`src/rtl/core/nbp_ram.sv`:
```
// ----------------------------------------------------------------------------
// nbp_ram
// Generic single write port, single read port RAM with registered read data.
// ----------------------------------------------------------------------------
`default_nettype none

module nbp_ram #(
   parameter int WIDTH = 8,
   parameter int DEPTH = 16
) (
   input  wire logic                     clock,
   input  wire logic                     wr_en,
   input  wire logic [$clog2(DEPTH)-1:0] wr_addr,
   input  wire logic [WIDTH-1:0]         wr_data,
   input  wire logic [$clog2(DEPTH)-1:0] rd_addr,
   output logic [WIDTH-1:0]              rd_data
);

   logic [WIDTH-1:0] mem [DEPTH];

   always_ff @(posedge clock) begin
      if (wr_en) begin
         mem[wr_addr] <= wr_data;
      end
      rd_data <= mem[rd_addr];
   end

endmodule

`default_nettype wire
```
`config.mk`:
```
export PLATFORM = sky130hd
export DESIGN_NAME = nbp_ram
export DESIGN_NICKNAME = d
export VERILOG_FILES = /design/src/rtl/core/nbp_ram.sv
export SDC_FILE = /design/constraint.sdc
export NUM_CORES = 1
export LEC_CHECK = 0
export ABC_CLOCK_PERIOD_IN_PS = 4630
export BUFFER_PORTS_ARGS = -buffer_cell sky130_fd_sc_hd__buf_2
export CORE_MARGIN = 5
export CORE_UTILIZATION = 40
export DETAILED_ROUTE_END_ITERATION = 6
export GPL_ROUTABILITY_DRIVEN = 0
export GPL_TIMING_DRIVEN = 0
export HOLD_SLACK_MARGIN = 0.12
export PLACE_DENSITY_LB_ADDON = 0.12
export SLEW_MARGIN = 5
export SYNTH_ARGS = -nofsm -noshare
export SYNTH_HDL_FRONTEND = slang
export SYNTH_SLANG_ARGS = --single-unit
```
`constraint.sdc`:
```
create_clock -name clock -period 4.63 [get_ports clock]
set_clock_uncertainty 0.1 [all_clocks]
set_input_delay 0.926 -clock clock [delete_from_list [all_inputs] [get_ports clock]]
set_output_delay 0.926 -clock clock [all_outputs]
set_load 0.02 [all_outputs]
```
==> results of run 1 <==
worst max-delay path: stages:
cell and delay, ps:
sky130_fd_sc_hd__buf_2 130, sky130_fd_sc_hd__or3b_2 520, sky130_fd_sc_hd__nor2_1 690
worst min-delay path by stage:
stage | depth (start not counted) | from | slack, ps | to
after floorplan | 3 | mem[7][0] | 530 | rd_data[0]
after global placement | 3 | mem[14][0] | 560 | rd_data[0]
after detailed placement | 3 | mem[14][0] | 560 | rd_data[0]
after CTS | 3 | mem[14][0] | 570 | rd_data[0]
after global routing | 3 | mem[14][0] | 600 | rd_data[0]
final | 3 | mem[14][0] | 570 | rd_data[0]
flip-flops by register name (all words and copies together) (netlist names):
signal,count
mem,128
rd_data,8
synth_stat cells:
| library cell | n |
|---|---|
| sky130_fd_sc_hd__mux4_2 | 18 |
| sky130_fd_sc_hd__nand2_1 | 9 |
| sky130_fd_sc_hd__buf_2 | 3 |
| sky130_fd_sc_hd__buf_4 | 1 |
| sky130_fd_sc_hd__a22oi_1 | 16 |
| sky130_fd_sc_hd__and2b_1 | 1 |
| sky130_fd_sc_hd__and2_1 | 1 |
| sky130_fd_sc_hd__clkdlybuf4s25_2 | 3 |
| sky130_fd_sc_hd__nand2b_1 | 2 |
| sky130_fd_sc_hd__nand3b_1 | 2 |
| sky130_fd_sc_hd__edfxtp_1 | 128 |
| sky130_fd_sc_hd__nand3_1 | 1 |
| sky130_fd_sc_hd__nor2_1 | 13 |
| sky130_fd_sc_hd__nor3_1 | 4 |
| sky130_fd_sc_hd__dfxtp_1 | 8 |
| sky130_fd_sc_hd__or3b_2 | 1 |
| sky130_fd_sc_hd__buf_6 | 3 |
| sky130_fd_sc_hd__nor2b_1 | 1 |
| sky130_fd_sc_hd__mux4_1 | 14 |
cell families (layout without fill, tap and decap cells):
family	after synthesis	in the layout	share of synthesized area, %
AND/OR/NAND/NOR	35	35	3.18
buffers and inverters	10	65	1.68
flip-flops	136	136	77.8
multiplexers	32	32	15.0
AO/OA/AOI/OAI	16	16	2.33
cell type report:
type	count	area (µm²)
fill	1064	6610
sequential	136	4000
multi-input combinational	83	1080
clock buffer	24	452
tap	172	215
timing repair buffer	24	120
buffer	10	86.3
clock inverter	7	53.8
layout by cell type (no fill, tap or decap):
master / instances
sky130_fd_sc_hd__a22oi_1: 16
sky130_fd_sc_hd__and2_1: 1
sky130_fd_sc_hd__and2b_1: 1
sky130_fd_sc_hd__buf_2: 27
sky130_fd_sc_hd__buf_4: 1
sky130_fd_sc_hd__buf_6: 3
sky130_fd_sc_hd__bufinv_16: 1
sky130_fd_sc_hd__clkbuf_1: 7
sky130_fd_sc_hd__clkbuf_16: 17
sky130_fd_sc_hd__clkdlybuf4s25_2: 3
sky130_fd_sc_hd__clkinv_1: 5
sky130_fd_sc_hd__clkinv_2: 1
sky130_fd_sc_hd__dfxtp_1: 8
sky130_fd_sc_hd__edfxtp_1: 128
sky130_fd_sc_hd__mux4_1: 14
sky130_fd_sc_hd__mux4_2: 18
sky130_fd_sc_hd__nand2_1: 9
sky130_fd_sc_hd__nand2b_1: 2
sky130_fd_sc_hd__nand3_1: 1
sky130_fd_sc_hd__nand3b_1: 2
sky130_fd_sc_hd__nor2_1: 13
sky130_fd_sc_hd__nor2b_1: 1
sky130_fd_sc_hd__nor3_2: 4
sky130_fd_sc_hd__or3b_2: 1
per-stage QoR:
stage	total power (µW)	setup slack, ps	instances
after floorplan	1490	2110	229
after global placement	1550	1540	425
after detailed placement	1550	1480	425
after CTS	2720	1890	456
after global routing	2780	2240	456
final	2690	2290	456
layer usage:
layer | global-route usage [%] | vias up | routed length (µm) | share of wire, %
met3 | 4.80 | 10 | 389 | 3.8
met1 | 21.3 | 1233 | 5080 | 49
met5 | 0 | - | 0 | 0
met4 | 5.19 | 0 | 100 | 0.97
li1 | - | 1059 | - | -
met2 | 22.0 | 49 | 4790 | 46
power breakdown:
group / internal, µW / switching, µW / leakage [µW]
Clock: 724 / 438 / 0.000244
Combinational: 54.8 / 88.6 / 0.000520
Sequential: 1380 / 6.37 / 0.00122
Total: 2160 / 533 / 0.00199
==> results by stage, run 1 <==
Logic synthesis:
- The total nets after synthesis is 247.
- Synthesis produced a netlist whose cell count is 229.
- Yosys attributes the largest share of cell area to sky130_fd_sc_hd__edfxtp_1 75%, sky130_fd_sc_hd__mux4_2 7.9%, sky130_fd_sc_hd__mux4_1 7.1%, sky130_fd_sc_hd__dfxtp_1 3.1%, sky130_fd_sc_hd__a22oi_1 2.3%.
- The number of storage elements in the synthesis netlist is 136.
- The portion of synthesized cell area occupied by the leading cell type is 74.7%.
- Summing the sequential cell areas from Yosys gives 77.8% of the chip area.
- Summed over all instances, the cell type with the most area after synthesis is sky130_fd_sc_hd__edfxtp_1.
- The synthesized area per cell is 22.5 µm².
- The Yosys step of the flow raised 0 warnings.
- In this run, distinct cell masters in the synthesized netlist total 19.
- The cell area that synthesis handed to floorplanning was 5150 µm².

Global route:
- The remaining global-route overflow is 0.
- The via count of the first global-routing pass came to 2439.
- The first-pass GRT wire length is 15300 µm.
- Global routing consumed, over all layers together, 15.0% of the routing resources.
- Entering global routing, the biggest net connects 17 pins.
- The number of antenna violations at the first check in global routing is 0.

Clock tree:
- The number of buffers created by CTS is 17.
- The number of gates resized after CTS was 0.
- The TritonCTS clock tree is done.
- The count of hold-fix buffers inserted at cts is 0.
- The buffers inserted during post-CTS setup optimization is 0.
- After clock tree synthesis, the clock-pin slew on the worst setup and hold paths is 50 ps.
- The maximum count of clock buffers along a single path is 2.
- The cell at the root of the clock tree is sky130_fd_sc_hd__clkbuf_16.
- The count of H-tree levels built during CTS is 4.
- At the later pin of the worst-skew pair, clock insertion delay measures 400 ps.
- The clock drives 136 sinks.

Critical path:
- The critical path data arrival time is 2260 ps.
- The worst setup path is of the in -> reg kind.
- Setup slack on the worst reg-to-reg path comes out at 3030 ps.
- The worst setup path startpoint is wr_addr[2].
- The endpoint of the most critical register-to-register path is rd_data[2].
- In this run the critical register-to-register path is launched from mem[9][2].
- The startpoint type of the worst setup path is a primary input.
- The data required time at the worst endpoint is 4560 ps.
- In this run the worst path has a maximum fanout of 8.
- The capturing instance or port of the critical path is mem[3][5].
- STA classifies the critical path endpoint as a register.
- Measured in cells, the most critical reg-to-reg path has a length of 3.

Drt:
- In the routed layout, each cell is associated on average with a via count of 5.16.
- The count of nets left with antenna violations after detail routing is 0.
- The count of unresolved DRC violations after routing is 0.
- Summing over every cut layer, the via total after detailed routing is 2351.
- After detailed routing, the total wire length is 10400 µm.
- The number of search-and-repair iterations in the first detailed-routing pass is 4.
- The detailed router's first-iteration violation count is 209.
- After detailed routing, the average wire length per cell comes to 22.7 µm.

Final layout:
- The post-layout net count is 290.
- In the final layout, the share of cells above drive strength 1 is 26.8%.
- The repair_antennas step left the layout with diodes totalling 0.
- The design area is 6010 µm².
- Cells fill 47.6% of the core in the end.
- The area growth from synthesis to layout is 16.7%.

Status:
- The flow ran to the end, and the final reports show no timing, DRC or antenna violations.

STA:
- Subtracting the final worst setup slack from the clock period gives 2340 ps.
- The slew at the pin with the worst max-slew slack is 878 ps.
- In this run the tightest slew margin relative to its limit is 41.2%.
- The achievable clock frequency is 428 MHz.
- Summed over all failing endpoints, the final setup total negative slack is 0 ps.
- The final worst hold slack is 571 ps.
- Setup repair after global routing left no endpoint under its margin.
- Dividing the final minimum period by the clock period gives 50.5%.
- The final number of max-transition violations is 0.
- The total count of hold-check failures in the final report came to 0.
- Setup violations remaining at the end of the flow were counted as 0.

Place:
- After legalization and detailed placement, the total HPWL measured 6650 µm.
- The cell area after placement is 5500 µm².
- Input and output buffers added on the ports amount to 24.

Pwr:
- The worst ir drop on vdd is 0.000281 V.
- For this design the static power due to leakage is 0.00199 µW.
- In this run the power density over the cells is 448 nW/µm².

Floorplan:
- The effective utilization at floorplan is 40.8%.
- The die covers 15200 µm².
- Row generation in the floorplan step produced 41 rows.
- The core region is 12600 µm².
- During I/O placement, the number of pins put on the boundary was 26.
- The die is 123 µm wide.
- The die extent in y is 123 µm.

Min path:
- The min-delay analysis places its worst path in the category reg -> reg.

Run:
- The tool flagged a number of max-cap violations equal to 0.
No activity file was read; power rests on OpenSTA's default activity.
==> run 2: changes to the inputs <==
--- a/config.mk
+++ b/config.mk
@@ -5,7 +5,8 @@
 export SDC_FILE = /design/constraint.sdc
 export NUM_CORES = 1
 export LEC_CHECK = 0
-export ABC_CLOCK_PERIOD_IN_PS = 4630
+export ABC_AREA = 1
+export ABC_CLOCK_PERIOD_IN_PS = 2100
 export BUFFER_PORTS_ARGS = -buffer_cell sky130_fd_sc_hd__buf_2
 export CORE_MARGIN = 5
 export CORE_UTILIZATION = 40
==> constraint.sdc (replaced) <==
create_clock -name clock -period 2.1 [get_ports clock]
set_clock_uncertainty 0.1 [all_clocks]
set_input_delay 0.42 -clock clock [delete_from_list [all_inputs] [get_ports clock]]
set_output_delay 0.42 -clock clock [all_outputs]
set_load 0.02 [all_outputs]
==> run 2 against run 1 <==
Wire length grew 34%. Combinational power grew to 2.9 times the previous value. Design area grew 11%. Setup slack lost 1700 ps. Global-route usage grew 3.1 points. First-iteration DRC count grew 67%. Critical path type unchanged. Highest routed layer unchanged.
==> results by stage, run 2 <==
Drt:
- Dividing the detail-routed via count by the number of cells gives 4.80.
- The number of search-and-repair iterations in the first detailed-routing pass is 5.
- The detailed router's first-iteration violation count is 350.
- The routed wirelength normalized by instance count is 17.7 µm.
- In the routed design, unresolved DRC markers number 0.
- Detailed routing inserted a total of 3765 vias.
- The wire length after detailed routing is 13900 µm.
- The detail route stage leaves a number of antenna-violating nets equal to 0.

Critical path:
- In this run the worst setup path terminates at mem[13][3].
- The type of the setup path with the least slack is in -> reg.
- The critical path data arrival time is 1470 ps.
- Tracing the worst setup path back leads to its startpoint at wr_addr[1].
- The largest stage delay on the critical path is 720 ps.
- The startpoint type of the worst setup path is a primary input.
- The largest fanout on the critical path is 8.
- The worst setup path is captured at a register.
- Across all register-to-register paths, the minimum setup slack is 970 ps.
- The number of cells on the worst reg-to-reg path is 6.
- The start of the worst register-to-register path is mem[9][1].
- At the worst endpoint, the required time is 2040 ps.
- The endpoint of the most critical register-to-register path is rd_data[1].
- The slowest cell on the critical path is sky130_fd_sc_hd__nor2_1.
- The critical path goes through buf_2 -> inv_1 -> nand2_1 -> nor2_1.

Status:
- The flow ran to the end, and the final reports show no timing, DRC or antenna violations.

Clock tree:
- The cell at the root of the clock tree is sky130_fd_sc_hd__clkbuf_16.
- The maximum count of clock buffers along a single path is 2.
- The H-tree generated during clock tree synthesis spans 4 levels.
- At the later pin of the worst-skew pair, clock insertion delay measures 420 ps.
- The clock sink total is 136.
- Clock tree synthesis inserted a total of 17 buffers.
- TritonCTS built the clock tree.
- The number of gates resized after CTS was 0.
- Hold repair after CTS inserted 0 buffers.
- The clock transition at the registers of the reported paths is 50 ps.
- Once the clock tree was built, the setup fixing pass inserted 0 buffers.

STA:
- Summed over all failing endpoints, the final setup total negative slack is 0 ps.
- In this run the tightest slew margin relative to its limit is 41.7%.
- The final number of max-transition violations was 0.
- The smallest clock period supported by the final layout is computed as 1530 ps.
- At the pin with the least slew margin, the transition time is 871 ps.
- The final critical path takes up 73.0% of the cycle.
- The total count of hold-check failures in the final report is 0.
- Setup repair after global routing left no endpoint under its margin.
- Static timing analysis puts the maximum clock frequency at 653 MHz.
- Setup slack on the critical path of the routed design comes to 568 ps.
- The setup-violating endpoint count in the final report is 0.

Final layout:
- The storage element area is 4000 µm².
- Cells with a size suffix above 1 make up 12.4% of the layout.
- In the layout the commonest cells are 173 x sky130_fd_sc_hd__nand2_1, 128 x sky130_fd_sc_hd__edfxtp_1, 100 x sky130_fd_sc_hd__inv_1, 97 x sky130_fd_sc_hd__nand3_1, 35 x sky130_fd_sc_hd__buf_2.
- The layout has 1258 filler cells.
- The most frequent standard cell in the layout excluding fill and tap cells is sky130_fd_sc_hd__nand2_1.
- Summing all multi-input logic gate instances after layout gives 1210 µm².
- Summing all non-filler instances in the final layout gives an area of 6690 µm².
- Ranked by flip-flop count, first place goes to mem.
- The area growth from synthesis to layout is 16.1%.
- The register with the most flip-flops in the layout has 128 of them.
- The repair_antennas step left the layout with diodes totalling 0.
- The final layout contains 610 nets.
- The largest registers in the layout are mem: 128 flops, rd_data: 8 flops.

Global route:
- The via count of the first global-routing pass is 3722.
- The first-pass GRT wire length is 21800 µm.
- The remaining global-route overflow is 0.
- The pin count of the biggest net entering global routing is 17.
- The total routing usage reported by global routing is 18.1%.
- The number of antenna violations at the first check in global routing was 0.

Logic synthesis:
- By count the netlist is led by 173 x sky130_fd_sc_hd__nand2_1, 128 x sky130_fd_sc_hd__edfxtp_1, 100 x sky130_fd_sc_hd__inv_1.
- The number of storage elements in the synthesis netlist is 136.
- Sorting the synthesized cells by area gives the leading types as sky130_fd_sc_hd__edfxtp_1 67%, sky130_fd_sc_hd__nand2_1 11%, sky130_fd_sc_hd__nand3_1 8.4%, sky130_fd_sc_hd__inv_1 6.5%, sky130_fd_sc_hd__dfxtp_1 2.8%.
- The cell count after synthesis came out at 551.
- The top cell type by total area after synthesis is sky130_fd_sc_hd__edfxtp_1.
- The most used flip-flop cell after synthesis is sky130_fd_sc_hd__edfxtp_1.
- The share of synthesized flip-flops with an asynchronous set or reset is 0%.
- The count of synthesis-stage warnings from yosys is 0.
- The most common cell in the synthesized netlist is sky130_fd_sc_hd__nand2_1.
- The sequential cell area fraction in the yosys report is 69.4%.
- The portion of synthesized cell area occupied by the leading cell type is 66.7%.
- Synthesis produced a netlist with a net count of 569.
- The cell area after technology mapping is 5770 µm².
- The synthesized area per cell is 10.5 µm².
- The number of synthesized flops with an enable pin is 128.
- The count of unique library cells instantiated by Yosys is 12.

Run:
- Max-cap violations in this run came to 0.

Pwr:
- The power density relative to cell area is 960 nW/µm².
- The worst ir drop on vdd is 0.000439 V.
- The static leakage is 0.00290 µW.

Place:
- The estimated wirelength of the detail-placed design is 9440 µm.
- The number of port buffers is 22.
- Prior to clock tree synthesis, the placed netlist has a worst setup slack of 144 ps.
- After detailed placement, the total cell area comes to 6100 µm².

Floorplan:
- The die is 130 µm tall.
- The die width is 130 µm.
- Once the floorplan was initialized, standard cells occupied 41.2% of the core.
- The overall die area is 16900 µm².
- The initialized floorplan defines 43 standard-cell rows.
- The I/O pin total is 26.
- The placeable core area is 14000 µm².

Min path:
- The hold path depth is 1.
- The worst hold path belongs to the class in -> reg.
## run 2: cell types whose count changed in the layout (fill, tap and decap cells not counted), sizes merged, moves of 4 or more
cell and delta:
a22oi -16, nor2 +4, nor3 -4, inv +102
buf +15, nand3 +96, nand2 +164, mux4 -32
## run 2: worst min-delay path by stage
stage | startpoint | end | slack [ps]
after floorplan | wr_data[0] | mem[0][0] | 420
after global placement | mem[6][7] | rd_data[7] | 580
after detailed placement | mem[7][7] | rd_data[7] | 590
after CTS | rd_addr[2] | rd_data[0] | 290
after global routing | wr_data[4] | mem[3][4] | 310
final | wr_data[4] | mem[14][4] | 310
## run 2: logic make-up (layout without fill, tap and decap cells)
group / after synthesis / in the layout / share of synthesized area [%]
simple gates: 289 / 289 / 21.0
flops: 136 / 136 / 69.4
buf+inv: 126 / 180 / 9.52
## run 2: routing by layer
layer | GRT usage (%) | vias up | part of all wire (%)
met5 | 0 | - | 0
met4 | 8.13 | 0 | 2.7
met3 | 3.72 | 24 | 5.1
met2 | 25.9 | 126 | 43
met1 | 26.6 | 1759 | 49
li1 | - | 1856 | -
## run 2: power by group
part           leakage (µW)  switching [µW]  internal (µW)  total (µW)
clock              0.000291            1040           1920        2960
sequential          0.00122            14.3           3040        3050
combinational       0.00139             297            117         414
total               0.00290            1360           5070        6430
## run 2: area by class of cell
class,count,area share (%)
buffer,24,2.49
clock buffer,23,6.99
clock inverter,9,1.83
inverter,102,5.72
multi-input combinational,289,18.1
sequential,136,59.8
tap,180,3.37
timing repair buffer,22,1.65
## run 2: metrics by stage
step,instances,utilization (%),total power [µW],hold WS [ps]
after floorplan,551,-,3340,419
after global placement,753,43.6,3520,576
after detailed placement,753,43.6,3520,590
after CTS,785,47.8,6480,290
after global routing,785,47.8,6650,315
final,785,47.8,6430,306
## run 2: worst max-delay path, delay by kind of cell
family	cells	cell delay, ps
simple gates	2	870
buf+inv	2	170
==> run 3: changes to the inputs <==
--- a/config.mk
+++ b/config.mk
@@ -5,8 +5,8 @@
 export SDC_FILE = /design/constraint.sdc
 export NUM_CORES = 1
 export LEC_CHECK = 0
-export ABC_AREA = 1
-export ABC_CLOCK_PERIOD_IN_PS = 2100
+export ABC_AREA = 0
+export ABC_CLOCK_PERIOD_IN_PS = 1420
 export BUFFER_PORTS_ARGS = -buffer_cell sky130_fd_sc_hd__buf_2
 export CORE_MARGIN = 5
 export CORE_UTILIZATION = 40
==> constraint.sdc (replaced) <==
create_clock -name clock -period 1.42 [get_ports clock]
set_clock_uncertainty 0.1 [all_clocks]
set_input_delay 0.284 -clock clock [delete_from_list [all_inputs] [get_ports clock]]
set_output_delay 0.284 -clock clock [all_outputs]
set_load 0.02 [all_outputs]
==> run 3 against run 2 <==
Global-route usage fell by 3.3 points. Design area shrank 7.6%. Non-clock buffer count fell by 12. Total power up 52%. Register-to-register slack worse by 960 ps. Sequential power up 48%. Core utilization is 1.2 points higher. Via count decreased by 39%. Wire length shrank 27%. Highest routed layer unchanged.
==> results by stage, run 3 (synthesized netlist as in run 1, its figures left out) <==
Status:
- The run finished with clean final reports.

Critical path:
- The startpoint type of the worst setup path is a primary input.
- For this run, the slowest stage of the critical path takes 630 ps.
- The critical path data arrival time is 1350 ps.
- The setup path with the least slack is of type in -> reg.
- Data on the critical path is required at its endpoint by 1360 ps.
- Together, buffers and inverters on the worst path number 1.
- The largest fanout on the critical path is 8.
- Traced cell by cell, the critical path runs through buf_2 -> nand2b_1 -> nor2_1.
- In this run the register-to-register setup slack is 10 ps.
- The family of cells with the greatest summed delay on the critical path is simple AND/OR/NAND/NOR gates.
- The endpoint type of the worst setup path is a register.
- Among all stages on the critical path, the largest delay is contributed by sky130_fd_sc_hd__nor2_1.

Global route:
- The first global-routing pass estimated 15200 µm of wire.
- The via count of the first global-routing pass is 2413.
- After global routing the overflow that remains totals 0.
- The number of antenna violations at the first check in global routing is 0.
- Global routing consumed, over all layers together, 14.8% of the routing resources.
- Entering global routing, the biggest net connects 17 pins.

Drt:
- The total via count after detailed routing is 2311.
- For this block, the initial DRC count from the detailed router was 140.
- The wire length after detailed routing is 10100 µm.
- Dividing the detail-routed via count by the number of cells gives 5.06.
- The count of nets left with antenna violations after detail routing is 0.
- The number of search-and-repair iterations in the first detailed-routing pass is 4.
- For this run, design rule violations remaining after detail routing come to 0.
- The routed wirelength normalized by instance count is 22.1 µm.

Final layout:
- mem holds more flip-flops than any other register.
- The register with the most flip-flops in the layout has 128 of them.
- The design area is 6190 µm².
- The library cell used most frequently in the layout, excluding fill and tap cells, is sky130_fd_sc_hd__edfxtp_1.
- The repair_antennas step left the layout with diodes totalling 0.
- The area growth from synthesis to layout is 20.2%.
- Leaving out fill and tap cells, the most frequent cells in the layout are 128 x sky130_fd_sc_hd__edfxtp_1, 32 x sky130_fd_sc_hd__mux4_2, 27 x sky130_fd_sc_hd__buf_2, 17 x sky130_fd_sc_hd__clkbuf_16, 9 x sky130_fd_sc_hd__nand2_1.
- The largest registers in the layout are mem: 128 flops, rd_data: 8 flops.
- For this run, the post-layout net count is 290.
- The fraction of layout cells with a size suffix above 1 is 39.6%.

STA:
- Timing would allow up to 709 MHz.
- The setup-violating endpoint count in the final report is 0.
- The final worst hold slack is 177 ps.
- Setup repair after global routing could not meet its margin everywhere.
- The minimum clock period after layout is 1410 ps.
- The final number of max-transition violations is 0.
- The total count of hold-check failures in the final report is 0.
- The worst slew slack as a fraction of its limit is 42.0%.
- For the pin with the worst max-slew slack, the measured transition is 866 ps.
- The worst path uses 99.3% of the clock period.

Floorplan:
- The number of standard-cell rows in the floorplan is 41.
- The placeable core area is 12600 µm².
- The I/O pin total is 26.
- The die extent in y is 123 µm.
- The die width is 123 µm.
- The die covers 15200 µm².
- For this configuration, the core starts out at a cell density of 40.8%.

Clock tree:
- Clock latency on the worst-skew pair, taken at its later pin, is 410 ps.
- The TritonCTS clock tree is done.
- The clock sink total is 136.
- The longest clock path from root to sink contains 2 buffers.
- The cell at the root of the clock tree is sky130_fd_sc_hd__clkbuf_16.
- The number of buffers created by CTS is 17.
- The clock transition at the registers of the reported paths is 60 ps.
- The count of H-tree levels built during CTS is 4.

Place:
- Detailed placement ended at an HPWL of 6460 µm.
- The cell area after placement is 5510 µm².
- The number of port buffers is 24.

Pwr:
- The static leakage is 0.00202 µW.
- The worst ir drop on vdd is 0.000793 V.
- For this design the ratio of total power to cell area is 1570 nW/µm².

Min path:
- The worst hold path class is in -> reg.

Run:
- The number of max-capacitance violations reported is 0.
==> run 3: path summary, 6_finish.rpt <==
path	start	to	cells after the start
worst min register to register	mem[11][3]	rd_data[3]	3
worst max register to register	mem[7][0]	rd_data[0]	3
worst min-delay path	wr_data[4]	mem[0][4]	1
worst max-delay path	wr_addr[1]	mem[9][5]	3
==> run 3: report_power, final <==
part,internal [µW],switching (µW),total (µW)
registers,4490,19.4,4510
clock network,3200,1530,4730
logic,203,302,506
total,7890,1850,9740
==> run 3: per-stage QoR <==
step                      total power, µW  TNS, ps  util, %  setup WS [ps]  instances
after floorplan                      4880     -754        -          -67.0        229
after global placement               5080   -51400     43.7           -449        425
after detailed placement             5090   -50750     43.7           -463        425
after CTS                            9820    -10.4     49.0          -10.4        457
after global routing                10000    -1930     49.0          -57.8        457
final                                9740        0     49.0           9.50        457
==> run 3: worst reg2reg max path, cell delays in order, from the launching register on <==
cell and delay, ps:
sky130_fd_sc_hd__edfxtp_1 350, sky130_fd_sc_hd__mux4_2 510, sky130_fd_sc_hd__a22oi_2 250, sky130_fd_sc_hd__nand2_1 80
==> run 3: area by class of cell <==
class | count | area [µm²]
clock buffer | 23 | 468
multi-input combinational | 83 | 1090
fill | 1072 | 6430
clock inverter | 9 | 170
buffer | 10 | 120
tap | 172 | 215
timing repair buffer | 24 | 120
sequential | 136 | 4000
==> run 3: metal layers <==
metal,track usage (%),wire length [µm],vias up
met4,6.85,218,0
met3,3.75,421,16
li1,-,-,1047
met5,0,0,-
met2,21.8,4690,55
met1,20.7,4780,1193
==> run 3: repair_timing <==
action | CTS | global route
buffers inserted | 0 | 0
hold buffers | 0 | 0
pin swaps | 2 | 1
endpoints found under the setup margin | 15 | 70
resized for setup | 9 | 5
